===== config.mk =====
export PLATFORM = sky130hd
export DESIGN_NAME = register_file_alu_top
export DESIGN_NICKNAME = d
export VERILOG_FILES = /design/src/hdl/rfa_pkg.sv /design/src/hdl/rfa_ram.sv /design/src/hdl/rfa_datapath.sv /design/src/hdl/rfa_ctrl.sv /design/src/hdl/register_file_alu_top.sv
export SDC_FILE = /design/constraint.sdc
export NUM_CORES = 2
export LEC_CHECK = 0
export ABC_AREA = 1
export BUFFER_PORTS_ARGS = -buffer_cell sky130_fd_sc_hd__buf_4
export CORE_MARGIN = 4
export CORE_UTILIZATION = 55
export DETAILED_ROUTE_END_ITERATION = 7
export PLACE_DENSITY = 0.71
export SYNTH_ARGS = -nofsm -noshare
export SYNTH_HDL_FRONTEND = slang
export SYNTH_SLANG_ARGS = --single-unit

===== constraint.sdc =====
create_clock -name i_clk -period 8.34 [get_ports i_clk]
set_input_delay 1.251 -clock i_clk [delete_from_list [all_inputs] [get_ports i_clk]]
set_output_delay 1.251 -clock i_clk [all_outputs]
set_load 0.02 [all_outputs]

===== src/hdl/rfa_pkg.sv =====
// Package for the register file ALU: sizes, command codes, the controller to
// datapath command and status structs, and register index helpers.
// No dependencies.
package rfa_pkg;

    localparam int NUM_REGS  = 16;
    localparam int DATA_W    = 32;
    localparam int IDX_W     = 4;
    localparam int CMD_W     = 4;
    localparam int REG_AW    = (NUM_REGS > 1) ? $clog2(NUM_REGS) : 1;
    localparam int WIDE_W    = IDX_W + REG_AW;
    localparam int DIV_STEPS = DATA_W;
    localparam int CNT_W     = $clog2(DIV_STEPS);

    typedef enum logic [CMD_W-1:0] {
        OP_LOAD = 4'd0,
        OP_ADD  = 4'd1,
        OP_SUB  = 4'd2,
        OP_MUL  = 4'd3,
        OP_DIV  = 4'd4,
        OP_REM  = 4'd5,
        OP_OR   = 4'd6,
        OP_NOT  = 4'd7,
        OP_EQ   = 4'd8,
        OP_GT   = 4'd9,
        OP_COPY = 4'd10,
        OP_READ = 4'd11
    } t_op;

    typedef struct packed {
        t_op  op;
        logic capture;
        logic rd_dest;
        logic exec;
        logic div_step;
        logic div_fix;
        logic dest_latch;
        logic finish;
    } t_dp_cmd;

    typedef struct packed {
        logic b_zero;
        logic or_zero;
    } t_dp_sts;

    function automatic logic [REG_AW-1:0] idx_to_addr(input logic [IDX_W-1:0] idx);
        logic [WIDE_W-1:0] wide;
        wide = {{REG_AW{1'b0}}, idx};
        return wide[REG_AW-1:0];
    endfunction

    function automatic logic idx_in_range(input logic [IDX_W-1:0] idx);
        logic [WIDE_W-1:0] wide;
        wide = {{REG_AW{1'b0}}, idx};
        return wide < WIDE_W'(NUM_REGS);
    endfunction

endpackage


===== src/hdl/rfa_ram.sv =====
// Generic RAM: one write port and two read ports, registered read data.
// No dependencies.
module rfa_ram #(
    parameter int WIDTH = 32,
    parameter int DEPTH = 16
) (
    input  logic                                  i_clk,
    input  logic                                  i_we,
    input  logic [(DEPTH > 1 ? $clog2(DEPTH) : 1)-1:0] i_waddr,
    input  logic [WIDTH-1:0]                      i_wdata,
    input  logic [(DEPTH > 1 ? $clog2(DEPTH) : 1)-1:0] i_raddr_a,
    input  logic [(DEPTH > 1 ? $clog2(DEPTH) : 1)-1:0] i_raddr_b,
    output logic [WIDTH-1:0]                      o_rdata_a,
    output logic [WIDTH-1:0]                      o_rdata_b
);

    logic [WIDTH-1:0] r_mem [DEPTH];

    always_ff @(posedge i_clk) begin
        if (i_we) begin
            r_mem[i_waddr] <= i_wdata;
        end
        o_rdata_a <= r_mem[i_raddr_a];
        o_rdata_b <= r_mem[i_raddr_b];
    end

endmodule


===== src/hdl/rfa_datapath.sv =====
// Datapath: register file RAM with reset valid bits, ALU, bit-serial signed
// divider and output register. Depends on rfa_pkg and rfa_ram.
module rfa_datapath
    import rfa_pkg::*;
(
    input  logic                     i_clk,
    input  logic                     i_rst_n,
    input  t_dp_cmd                  i_cmd_bus,
    input  logic [IDX_W-1:0]         i_src_a,
    input  logic [IDX_W-1:0]         i_src_b,
    input  logic [IDX_W-1:0]         i_dest,
    input  logic signed [DATA_W-1:0] i_imm_value,
    output t_dp_sts                  o_sts,
    output logic signed [DATA_W-1:0] o_result_value,
    output logic                     o_div_zero
);

    logic [IDX_W-1:0]    r_ia, r_ib, r_id;
    logic [DATA_W-1:0]   r_imm;
    logic [NUM_REGS-1:0] r_valid;
    logic                r_va, r_vb;
    logic [DATA_W-1:0]   r_res;
    logic                r_dz, r_wen;
    logic                r_sa, r_sb;
    logic [DATA_W-1:0]   r_rem, r_quo, r_dvs;
    logic [DATA_W-1:0]   r_out_value;
    logic                r_out_dz;

    logic [IDX_W-1:0]    rd_idx_a;
    logic [REG_AW-1:0]   raddr_a, raddr_b, waddr;
    logic [DATA_W-1:0]   rdata_a, rdata_b;
    logic [DATA_W-1:0]   a, b, ma, mb, mul_lo, alu_res;
    logic                wr_ok, we;
    logic [IDX_W-1:0]    w_idx;
    logic [DATA_W:0]     trial;
    logic [DATA_W-1:0]   quo_fix, rem_fix;

    assign rd_idx_a = i_cmd_bus.rd_dest ? r_id : r_ia;
    assign raddr_a  = idx_to_addr(rd_idx_a);
    assign raddr_b  = idx_to_addr(r_ib);

    assign w_idx = (i_cmd_bus.op == OP_LOAD || i_cmd_bus.op == OP_NOT) ? r_ia : r_id;
    assign waddr = idx_to_addr(w_idx);
    assign we    = i_cmd_bus.finish & r_wen & idx_in_range(w_idx);

    rfa_ram #(
        .WIDTH (DATA_W),
        .DEPTH (NUM_REGS)
    ) u_ram (
        .i_clk     (i_clk),
        .i_we      (we),
        .i_waddr   (waddr),
        .i_wdata   (r_res),
        .i_raddr_a (raddr_a),
        .i_raddr_b (raddr_b),
        .o_rdata_a (rdata_a),
        .o_rdata_b (rdata_b)
    );

    assign a      = r_va ? rdata_a : '0;
    assign b      = r_vb ? rdata_b : '0;
    assign ma     = a[DATA_W-1] ? (~a + DATA_W'(1)) : a;
    assign mb     = b[DATA_W-1] ? (~b + DATA_W'(1)) : b;
    assign mul_lo = a * b;

    assign o_sts.b_zero  = (b == '0);
    assign o_sts.or_zero = (a == '0) && (b == '0);

    always_comb begin
        alu_res = '0;
        wr_ok   = 1'b0;
        unique case (i_cmd_bus.op)
            OP_LOAD: begin alu_res = r_imm;                         wr_ok = 1'b1; end
            OP_ADD:  begin alu_res = a + b;                         wr_ok = 1'b1; end
            OP_SUB:  begin alu_res = a - b;                         wr_ok = 1'b1; end
            OP_MUL:  begin alu_res = mul_lo;                        wr_ok = 1'b1; end
            OP_DIV,
            OP_REM:  begin alu_res = '0;                 wr_ok = (b != '0); end
            OP_OR:   begin alu_res = DATA_W'(1);         wr_ok = !o_sts.or_zero; end
            OP_NOT:  begin alu_res = DATA_W'(a == '0);              wr_ok = 1'b1; end
            OP_EQ:   begin alu_res = DATA_W'(a == b);               wr_ok = 1'b1; end
            OP_GT:   begin alu_res = DATA_W'($signed(a) > $signed(b)); wr_ok = 1'b1; end
            OP_COPY: begin alu_res = a;                             wr_ok = 1'b1; end
            OP_READ: begin alu_res = a;                             wr_ok = 1'b0; end
            default: begin alu_res = '0;                            wr_ok = 1'b0; end
        endcase
    end

    assign trial   = {r_rem, r_quo[DATA_W-1]} - {1'b0, r_dvs};
    assign quo_fix = (r_sa ^ r_sb) ? (~r_quo + DATA_W'(1)) : r_quo;
    assign rem_fix = r_sa ? (~r_rem + DATA_W'(1)) : r_rem;

    always_ff @(posedge i_clk) begin
        if (!i_rst_n) begin
            r_valid <= '0;
        end else if (we) begin
            r_valid[waddr] <= 1'b1;
        end
    end

    always_ff @(posedge i_clk) begin
        r_va <= idx_in_range(rd_idx_a) & r_valid[raddr_a];
        r_vb <= idx_in_range(r_ib) & r_valid[raddr_b];
        if (i_cmd_bus.capture) begin
            r_ia  <= i_src_a;
            r_ib  <= i_src_b;
            r_id  <= i_dest;
            r_imm <= i_imm_value;
        end
        if (i_cmd_bus.exec) begin
            r_res <= alu_res;
            r_dz  <= (i_cmd_bus.op == OP_DIV || i_cmd_bus.op == OP_REM) && o_sts.b_zero;
            r_wen <= wr_ok;
            r_sa  <= a[DATA_W-1];
            r_sb  <= b[DATA_W-1];
            r_rem <= '0;
            r_quo <= ma;
            r_dvs <= mb;
        end
        if (i_cmd_bus.div_step) begin
            if (!trial[DATA_W]) begin
                r_rem <= trial[DATA_W-1:0];
                r_quo <= {r_quo[DATA_W-2:0], 1'b1};
            end else begin
                r_rem <= {r_rem[DATA_W-2:0], r_quo[DATA_W-1]};
                r_quo <= {r_quo[DATA_W-2:0], 1'b0};
            end
        end
        if (i_cmd_bus.div_fix) begin
            r_res <= (i_cmd_bus.op == OP_DIV) ? quo_fix : rem_fix;
        end
        if (i_cmd_bus.dest_latch) begin
            r_res <= a;
        end
        if (i_cmd_bus.finish) begin
            r_out_value <= r_res;
            r_out_dz    <= r_dz;
        end
    end

    assign o_result_value = r_out_value;
    assign o_div_zero     = r_out_dz;

endmodule


===== src/hdl/rfa_ctrl.sv =====
// Controller: sequences one command at a time through register read, ALU,
// divider iterations and the output handshake. Depends on rfa_pkg.
module rfa_ctrl
    import rfa_pkg::*;
(
    input  logic             i_clk,
    input  logic             i_rst_n,
    input  logic             i_valid,
    input  logic [CMD_W-1:0] i_cmd,
    input  logic             i_ready,
    input  t_dp_sts          i_sts,
    output logic             o_ready,
    output logic             o_valid,
    output t_dp_cmd          o_cmd_bus
);

    typedef enum logic [2:0] {
        S_IDLE,
        S_READ,
        S_EXEC,
        S_DIV,
        S_FIX,
        S_DREAD,
        S_DLATCH,
        S_DONE
    } t_state;

    t_state           r_state, n_state;
    logic [CMD_W-1:0] r_op, n_op;
    logic [CNT_W-1:0] r_cnt, n_cnt;
    logic             r_out_valid, n_out_valid;
    t_op              op;

    assign op = t_op'(r_op);

    always_comb begin
        n_state     = r_state;
        n_op        = r_op;
        n_cnt       = r_cnt;
        o_cmd_bus   = '0;
        o_cmd_bus.op = op;
        unique case (r_state)
            S_IDLE: begin
                if (i_valid) begin
                    o_cmd_bus.capture = 1'b1;
                    n_op    = i_cmd;
                    n_state = S_READ;
                end
            end
            S_READ: n_state = S_EXEC;
            S_EXEC: begin
                o_cmd_bus.exec = 1'b1;
                n_cnt = '0;
                if (op == OP_DIV || op == OP_REM) begin
                    n_state = i_sts.b_zero ? S_DONE : S_DIV;
                end else if (op == OP_OR && i_sts.or_zero) begin
                    n_state = S_DREAD;
                end else begin
                    n_state = S_DONE;
                end
            end
            S_DIV: begin
                o_cmd_bus.div_step = 1'b1;
                n_cnt = r_cnt + CNT_W'(1);
                if (r_cnt == CNT_W'(DIV_STEPS - 1)) begin
                    n_state = S_FIX;
                end
            end
            S_FIX: begin
                o_cmd_bus.div_fix = 1'b1;
                n_state = S_DONE;
            end
            S_DREAD: begin
                o_cmd_bus.rd_dest = 1'b1;
                n_state = S_DLATCH;
            end
            S_DLATCH: begin
                o_cmd_bus.dest_latch = 1'b1;
                n_state = S_DONE;
            end
            S_DONE: begin
                if (!r_out_valid || i_ready) begin
                    o_cmd_bus.finish = 1'b1;
                    n_state = S_IDLE;
                end
            end
            default: n_state = S_IDLE;
        endcase
        n_out_valid = o_cmd_bus.finish | (r_out_valid & ~i_ready);
    end

    always_ff @(posedge i_clk) begin
        if (!i_rst_n) begin
            r_state     <= S_IDLE;
            r_op        <= '0;
            r_cnt       <= '0;
            r_out_valid <= 1'b0;
        end else begin
            r_state     <= n_state;
            r_op        <= n_op;
            r_cnt       <= n_cnt;
            r_out_valid <= n_out_valid;
        end
    end

    assign o_ready = (r_state == S_IDLE);
    assign o_valid = r_out_valid;

endmodule


===== src/hdl/register_file_alu_top.sv =====
// Register file ALU top level: 16 signed 32-bit registers, one command per
// input transaction, one result per command. Depends on rfa_pkg, rfa_ctrl, rfa_datapath.
//
// Commands run one at a time. Most go from acceptance through register read and ALU
// execute to the output register load. Logical OR with both sources zero adds a
// destination read and latch, and divide or remainder with a nonzero divisor run the
// one-bit-per-cycle divider (32 steps plus sign fix) before the output load. A command
// holds in its last cycle while the previous result still waits in the output
// register. The next command is taken the cycle after a command completes, at the
// earliest. Registers read as zero after reset through per-register valid bits; no
// clearing pass.
module register_file_alu_top
    import rfa_pkg::*;
(
    input  logic                     i_clk,
    input  logic                     i_rst_n,
    input  logic                     i_valid,
    output logic                     o_ready,
    input  logic [CMD_W-1:0]         i_cmd,
    input  logic [IDX_W-1:0]         i_src_a,
    input  logic [IDX_W-1:0]         i_src_b,
    input  logic [IDX_W-1:0]         i_dest,
    input  logic signed [DATA_W-1:0] i_imm_value,
    output logic                     o_valid,
    input  logic                     i_ready,
    output logic signed [DATA_W-1:0] o_result_value,
    output logic                     o_div_zero
);

    t_dp_cmd s_cmd;
    t_dp_sts s_sts;

    rfa_ctrl u_ctrl (
        .i_clk     (i_clk),
        .i_rst_n   (i_rst_n),
        .i_valid   (i_valid),
        .i_cmd     (i_cmd),
        .i_ready   (i_ready),
        .i_sts     (s_sts),
        .o_ready   (o_ready),
        .o_valid   (o_valid),
        .o_cmd_bus (s_cmd)
    );

    rfa_datapath u_dp (
        .i_clk          (i_clk),
        .i_rst_n        (i_rst_n),
        .i_cmd_bus      (s_cmd),
        .i_src_a        (i_src_a),
        .i_src_b        (i_src_b),
        .i_dest         (i_dest),
        .i_imm_value    (i_imm_value),
        .o_sts          (s_sts),
        .o_result_value (o_result_value),
        .o_div_zero     (o_div_zero)
    );

    a_no_overwrite: assert property (@(posedge i_clk) disable iff (!i_rst_n)
        s_cmd.finish |-> (!o_valid || i_ready))
        else $error("result register overwritten while held");

    a_dz_value: assert property (@(posedge i_clk) disable iff (!i_rst_n)
        (o_valid && o_div_zero) |-> (o_result_value == '0))
        else $error("divide by zero result carries a value");

    a_one_in_flight: assert property (@(posedge i_clk) disable iff (!i_rst_n)
        (i_valid && o_ready) |=> !o_ready)
        else $error("second transaction accepted while busy");

    a_reset_idle: assert property (@(posedge i_clk)
        !i_rst_n |=> (!o_valid && o_ready))
        else $error("not idle after reset");

endmodule

==> run summary <==
CP bufs+invs: 6
Largest register FFs: 512
Crit Path Class: flip-flop to flip-flop
Slowest CP cell: fa_1
Fill count: 9752
Via density: 6.26
Hold Buf Count CTS: 0
WL met2: 101000 um
Post-synth cell types: 72
I/O pin cnt: 87
Wl on met1: 86000 um
Via count: 54600
TritonCTS buffer count: 90
Core Region: 111000 sq um
GR Overflow Total: 0
Flop2flop setup slack: 0.35 ns
Area of the mapped netlist: 61100 sq um
Hold path start: u_ctrl.r_cnt[3]$_SDFFE_PN0P_
DR top layer: met5
Site Rows: 122
Final worst setup slack: 0.348 ns
Tcrit/Tclk final: 95.8%
Worst r2r dst: u_dp.r_res[26]$_DFFE_PP_
Worst-margin pin slew: 1.23 ns
Max Freq: 125 MHz
Root buffer cell: clkbuf_16
Synth warn: 0
CTS H-Tree Depth: 3
Initial antenna violation count: 19
Worst hold path class: flip-flop to flip-flop
Launching point of the worst reg2reg path: u_dp.r_va$_DFF_P_
PortBufs: 86
CTS sink cnt: 816
DRT Wirelength: 236000 um
Max cap viols: 0
Slew HR: 17.4%
Largest reg by FF count: u_dp.u_ram.r_mem
Worst path max stage delay: 0.60 ns
Unrepaired setup endpoints after global routing: no
Seq/Total Area, Yosys: 38.6%
Setup TNS: 0 ns
Synth Instances: 7167
Area grow syn2layout: 9.58%
HPWL Detailed: 170000 um
Dpl ws: 0.467 ns
Most common cell after layout, fill and taps aside: nand2_1
Met3 wire len: 30400 um
Layout cell share with drive strength beyond 1: 7.53%
VDD IR max: 0.000427 V
Worst EP arrival: 8.58 ns
Die Width: 341 um
CP endpoint kind: flip-flop
Clock Latency Late Sink: 0.75 ns
Die ar.: 116000 sq um
Chip height: 341 um
Top_reg_cell synth: edfxtp_1
Delay-heaviest family, CP: adder cells
Post-cts resize count: 0
Syn nets: 7853
CTS tree: built
#FFs+latches synth: 816
Critical Path RT: 8.93 ns
EDFF count, synth: 721
Worst Reg-to-Reg Cells: 30
Antenna viol nets, final: 0
Min Tclk post-route: 7.99 ns
Largest net degree at the start of global routing: 217
Routability cong.: 1.08
LEAKAGE: 28.4 nW
Total power: 28.1 mW
CP max FO: 32
Pre-Repair DR Iteration Count: 7
Pins Over Slew Limit: 0
CTS Buffer Depth: 3
Clock skew: 0.0572 ns
Initial DRC Count: 7595
Status: finished, final reports clean
Wire length per cell: 27.0 um
WHS Path Cells: 2
Vias in the first global route: 51900
Starting density of the core: 55.3%
Most frequent cells in the layout: nand2_1, inv_1, nor2_1
Async set or reset register ratio after synthesis: 0%
GRT Util Overall: 39.9%
Clock Pin Slew Worst Setup and Hold Paths: 0.06 ns
Cell mode on critical path: fa_1
DRC Markers: 0
Synthesized area per cell: 8.52 sq um
Nature of the critical path startpoint: flip-flop
Setup Viol. Count Final: 0
Hold path endpoint: u_ctrl.r_cnt[3]$_SDFFE_PN0P_
Final-report hold violation count: 0
NumNets Final: 7848
First-pass GRT wire length: 341000 um
PD cells: 419 nW/um^2
Post-CTS Setup Repair Bufs: 0
## how the worst max path moves through the flow
stage	startpoint	endpoint	slack, ns	cells past startpoint
CTS	u_dp.u_ram.o_rdata_b[2]$_DFF_P_	u_dp.r_res[26]$_DFFE_PP_	0.49	29
finish	u_dp.r_va$_DFF_P_	u_dp.r_res[26]$_DFFE_PP_	0.35	30
detailed placement	u_dp.r_va$_DFF_P_	u_dp.r_res[26]$_DFFE_PP_	0.47	30
floorplan	u_dp.r_va$_DFF_P_	u_dp.r_res[27]$_DFFE_PP_	1.06	33
global route	u_dp.r_va$_DFF_P_	u_dp.r_res[27]$_DFFE_PP_	0.05	30
global placement	u_dp.r_vb$_DFF_P_	u_dp.r_res[30]$_DFFE_PP_	0.59	28
## layer usage
metal / track usage (%) / vias up
met3: 10.0 / 810
met5: 0 / -
met4: 25.6 / 18
li1: - / 24000
met2: 59.7 / 3660
met1: 51.9 / 26200
## synthesized netlist by cell type, types with 5 or more instances
cell type  number  share of area (%)
nand2_1      1129                6.9
inv_1         993                6.1
nor2_1        788                4.8
o21ai_0       756                6.2
edfxtp_1      721                 35
a21oi_1       637                5.2
fa_1          410                 13
clkbuf_1      303                1.9
nand3_1       278                2.3
ha_1          224                4.6
o211ai_1      102                1.3
dfxtp_1        95                3.1
o221ai_1       84                1.2
nor3_1         46               0.38
xor2_1         45               0.65
buf_1          43               0.26
mux2i_1        40               0.66
nand4_1        40               0.41
a22oi_1        38               0.47
xnor2_1        33               0.47
o21ai_1        30               0.25
nand2_2        25               0.26
nor4_1         23               0.24
a31oi_1        21               0.22
buf_2          19               0.16
inv_2          19               0.12
a21o_1         18               0.22
o22ai_1        17               0.17
o21bai_1       16               0.20
clkinv_1       15              0.092
o31ai_1        14               0.17
a221oi_1       13               0.19
or2_2          13               0.13
nand3b_1       11               0.14
nor2_2          9              0.092
a21boi_0        8              0.098
o2111ai_1       7               0.10
o21a_1          7              0.086
nand2_4         6               0.11
and3_1          5              0.051
inv_4           5              0.051
nand2_8         5               0.16
nand3_2         5              0.082
o311ai_0        5              0.072
## power breakdown
group,switching [mW],leakage (nW),internal [mW]
clock,1.80,1.47,2.41
combinational,12.0,19.5,5.12
sequential,1.12,7.36,5.65
## final cells by class
type                       count  area [sq um]  area share [%]
multi-input combinational   4944         32400            48.3
sequential                   816         23600            35.2
inverter                    1034          3900            5.83
clock buffer                 122          2420            3.62
timing repair buffer         276          2160            3.23
tap                         1488          1860            2.78
clock inverter                47           666           0.994
antenna                        7          17.5          0.0262
## cells by family (layout without fill, tap and decap cells)
kind of cell,after synthesis,in the layout,share of synthesized area [%]
mux,40,40,0.655
buf+inv,1407,1479,8.82
fa+ha+maj,634,634,18.0
other cells,0,7,0
simple gates,2397,2397,16.4
flops,816,816,38.6
compound gates,1793,1793,16.4
xor+xnor,80,80,1.17
## tightest hold or removal path, cell delays in order, from the launching register on
cell and delay (ns):
dfxtp_1 0.31, nand2_1 0.06, a21oi_1 0.05
## metrics by stage
stage	hold WS, ns	cells	cell area (sq um)	util, %
finish	0.465	8734	66900	60.6
global route	0.503	8727	66900	60.6
detailed placement	0.460	8558	63800	57.8
global placement	0.450	8558	63800	57.8
CTS	0.469	8727	66900	60.6
floorplan	0.400	7167	61100	-
(Power assumes the default switching activity.)
